`src/design/ivs_pkg.sv`:
```
// shared constants, codes and control types for the indexed vector store
package ivs_pkg;

    localparam int CAPACITY  = 256;
    localparam int ADDR_W    = $clog2(CAPACITY);
    localparam int CNT_W     = ADDR_W + 1;
    localparam int IDX_W     = 10;
    localparam int WORD_W    = 32;
    localparam int S_DATA_W  = 48;
    localparam int M_DATA_W  = 56;

    localparam logic [WORD_W-1:0] EMPTY_WORD = '1;

    localparam logic [1:0] ACT_INSERT = 2'd0;
    localparam logic [1:0] ACT_READ   = 2'd1;
    localparam logic [1:0] ACT_REMOVE = 2'd2;

    typedef enum logic [2:0] {
        ST_CLEAR,
        ST_IDLE,
        ST_DECODE,
        ST_SHIFT,
        ST_TOP,
        ST_SCAN,
        ST_FINISH
    } ivs_state_t;

    typedef struct packed {
        logic load_req;
        logic clr_step;
        logic do_insert;
        logic rd_req;
        logic shift_start;
        logic shift_step;
        logic top_fill;
        logic scan_step;
        logic finish;
    } ivs_cmd_t;

    typedef struct packed {
        logic [1:0] act;
        logic       idx_hit;
        logic       clear_last;
        logic       shift_more;
        logic       scan_done;
        logic       out_free;
    } ivs_stat_t;

endpackage

```
`src/design/ivs_ctrl.sv`:
```
// controller state machine of the indexed vector store
module ivs_ctrl
    import ivs_pkg::*;
(
    input  logic      aclk,
    input  logic      aresetn,
    input  logic      s_tvalid,
    output logic      s_tready,
    input  ivs_stat_t stat,
    output ivs_cmd_t  cmd
);

    ivs_state_t state_reg;
    ivs_state_t state_next;

    always_ff @(posedge aclk) begin
        if (!aresetn) begin
            state_reg <= ST_CLEAR;
        end else begin
            state_reg <= state_next;
        end
    end

    always_comb begin
        state_next = state_reg;
        cmd        = '0;
        s_tready   = 1'b0;
        unique case (state_reg)
            ST_CLEAR: begin
                cmd.clr_step = 1'b1;
                if (stat.clear_last) begin
                    state_next = ST_IDLE;
                end
            end
            ST_IDLE: begin
                s_tready = 1'b1;
                if (s_tvalid) begin
                    cmd.load_req = 1'b1;
                    state_next   = ST_DECODE;
                end
            end
            ST_DECODE: begin
                state_next = ST_FINISH;
                unique case (stat.act)
                    ACT_INSERT: cmd.do_insert = 1'b1;
                    ACT_READ:   cmd.rd_req = stat.idx_hit;
                    ACT_REMOVE: begin
                        if (stat.idx_hit) begin
                            cmd.shift_start = 1'b1;
                            state_next      = ST_SHIFT;
                        end
                    end
                    default: state_next = ST_FINISH;
                endcase
            end
            ST_SHIFT: begin
                cmd.shift_step = 1'b1;
                if (!stat.shift_more) begin
                    state_next = ST_TOP;
                end
            end
            ST_TOP: begin
                cmd.top_fill = 1'b1;
                state_next   = ST_SCAN;
            end
            ST_SCAN: begin
                cmd.scan_step = 1'b1;
                if (stat.scan_done) begin
                    state_next = ST_FINISH;
                end
            end
            ST_FINISH: begin
                if (stat.out_free) begin
                    cmd.finish = 1'b1;
                    state_next = ST_IDLE;
                end
            end
            default: state_next = ST_IDLE;
        endcase
    end

endmodule

```
`config.mk`:
```
export PLATFORM = sky130hd
export DESIGN_NAME = ivs_ctrl
export DESIGN_NICKNAME = d
export VERILOG_FILES = /design/src/design/ivs_pkg.sv /design/src/design/ivs_ctrl.sv
export SDC_FILE = /design/constraint.sdc
export NUM_CORES = 1
export LEC_CHECK = 0
export BUFFER_PORTS_ARGS = -buffer_cell sky130_fd_sc_hd__buf_2
export CAP_MARGIN = 15
export CORE_AREA = 5 5 42 44
export CTS_CLUSTER_SIZE = 24
export DETAILED_ROUTE_END_ITERATION = 6
export DIE_AREA = 0 0 47 49
export HOLD_SLACK_MARGIN = 0.1
export PLACE_DENSITY = 0.55
export SLEW_MARGIN = 0
export SYNTH_ARGS = -nofsm -noshare
export SYNTH_HDL_FRONTEND = slang
export SYNTH_SLANG_ARGS = --single-unit
```
`constraint.sdc`:
```
create_clock -name aclk -period 3.9 [get_ports aclk]
set_input_delay 0.78 -clock aclk [delete_from_list [all_inputs] [get_ports aclk]]
set_output_delay 0.78 -clock aclk [all_outputs]
set_load 0.02 [all_outputs]
```
==> flow_summary.yaml <==
status:
  outcome: "finished, final reports clean"
route:
  first_iter_violations: 6
  wire_per_inst_um: 11.2
  vias: 419
  antenna_left: 0
  drcViolationCount: 0
  wirelength_um: 938
  via_per_inst: 4.99
  first_pass_iters: 4
clocking:
  cts-root-buf: "clkbuf_4"
  numCtsBuffers: 3
  cts.path.max_buffers: 2
  cts_tree: "built"
  clkTransAtPathRegs_ns: 0.03
  htree_levels: 1
  ctsHoldBuffers: 0
  post_cts_buffers: 0
  clock_latency_ns: 0.22
  clock_sinks: 3
  cts_resized: 0
sta:
  setup_tns_ns: 0
  finalSetupViolations: 0
  drv_slew: 0
  finalHoldViolations: 0
  tightest_slew_ns: 0.554
  max_slew_margin_pct: 63.0
  min_period_over_period_pct: 56.6
  min_period_ns: 2.21
  clock.fmax_mhz: 453
  clock_skew_ns: 0.000327
  rsz0062_at_grt: "false"
pwr:
  swShare_pct: 34.5
  p_comb_share_pct: 34.2
  power_density_mw_per_mm2: 295
  power.share.clock_pct: 36.3
  irDropWorstVdd_uv: 145
  power.switching_mw: 0.0494
  internal_power_mw: 0.0937
  cellLeakagePower_nw: 0.231
  pwr-share-seq_pct: 29.6
floorplan:
  core_region_area_mm2: 0.00140
  die_area_mm2: 0.00230
  ioPinCount: 20
  die_y_um: 49
  initial_utilization_pct: 26.3
  dieWidth_um: 47
  num_rows: 14
global_route:
  overflow: 0
  grt_first_pass_wirelength_um: 1410
  grt_pass1_vias: 364
  grtUsageTotal_pct: 8.22
  antenna_found_initial: 0
  grt_max_degree: 18
logic_synthesis:
  yosys_warnings: 0
  synth_area_leaders: "dfxtp_1 (16%), nor3_1 (5.4%), o21ai_0 (4.1%)"
  synthArstFlopShare_pct: 0
  yosysTopAreaCellShare_pct: 16.3
  ys_ff_latch: 3
  ys_seq_area_share_pct: 16.3
  synth-edff-count: 0
  syn_nets: 59
  postSynthAreaPerCell_um2: 7.69
  yosysTopAreaCell: "dfxtp_1"
  synth_cell_type_count: 31
  syn_inst: 48
  syn_area_um2: 369
  yosysMostFrequentCell: "nor3_1"
  ys.flop_type: "dfxtp_1"
critical_path:
  cp.arrival_ns: 1.43
  rr_startpoint: "state_reg[1]"
  crit_fanout: 13
  critPathLaunchType: "register"
  crit_path_end_kind: "output pin"
  cp-startpoint: "state_reg[0]"
  crit_type: "reg2out"
  required_ns: 3.12
cells_and_area:
  design_area_um2: 484
  syn2layout_area_growth_pct: 31.2
  layout-drive-gt1-share_pct: 42.6
  num-nets-final: 80
  multiInputGateArea_um2: 268
  largest_register_ffs: 3
  fillCellCount: 177
  ff_latch_area_um2: 60.1
  antenna_cells: 0
placement:
  place_area_um2: 458
  place_congestion: 0.739
  hpwl_um: 743
  io_buffers: 19
flow_run:
  drv_cap: 0
hold_path:
  min-delay-start: "state_reg[2]"
  hold_path.class: "reg2reg"
final cells by class:
class                      instances  share of cell area (%)
tap                               16                    4.13
timing repair buffer              19                    19.6
multi-input combinational         38                    55.3
clock buffer                       4                    5.43
sequential                         3                    12.4
inverter                           4                    3.10
kinds of logic after synthesis:
family	synth area share, %
adders and majority gates	3.39
buffers and inverters	11.2
AOI/OAI and AO/OA	23.4
DFF	16.3
and+or+nand+nor	39.0
muxes	6.78
worst max-delay path, cell delays in order, from the launching register on:
cell	delay [ns]
dfxtp_1	0.59
inv_2	0.12
nor3_2	0.19
and2_1	0.15
buf_2	0.15
layout by cell type, fill, tap and decap left out, drive strengths merged, types with 3 or more instances in the layout:
master,n
buf,19
inv,4
dfxtp,3
o21ai,5
nor2,3
nor3,5
clkbuf,4
nand2,4
metal layers:
layer	wire (um)	track usage, %	share of wire [%]
met3	86	1.48	9.2
met1	435	9.83	46
met5	0	0	0
met4	0	5.53	0
met2	416	12.7	44
through the flow:
stage / utilization (%) / total power [mW] / worst slack (ns) / cells / hold WS [ns]
global placement: 32.7 / 0.0923 / 1.76 / 80 / 0.692
global route: 34.6 / 0.155 / 1.60 / 84 / 0.760
finish: 34.6 / 0.143 / 1.69 / 84 / 0.705
detailed placement: 32.7 / 0.0922 / 1.75 / 80 / 0.703
CTS: 34.6 / 0.146 / 1.67 / 84 / 0.708
floorplan: - / 0.0779 / 1.63 / 48 / 0.659
worst paths after layout:
| kind | cells after the start | endpoint | slack, ns |
|---|---|---|---|
| min reg2reg | 2 | state_reg[2] | 0.71 |
| min | 2 | state_reg[2] | 0.71 |
| max | 4 | cmd[8] | 1.69 |
| max reg2reg | 5 | state_reg[2] | 2.15 |
power by group through the flow:
stage	combinational (mW)	sequential (mW)	clock, mW
after floorplan	0.0427	0.0352	0
after CTS	0.0495	0.0424	0.0540
after global routing	0.0536	0.0431	0.0583
after detailed placement	0.0493	0.0429	0
final	0.0489	0.0423	0.0519
after global placement	0.0494	0.0429	0
(Power assumes the default switching activity.)
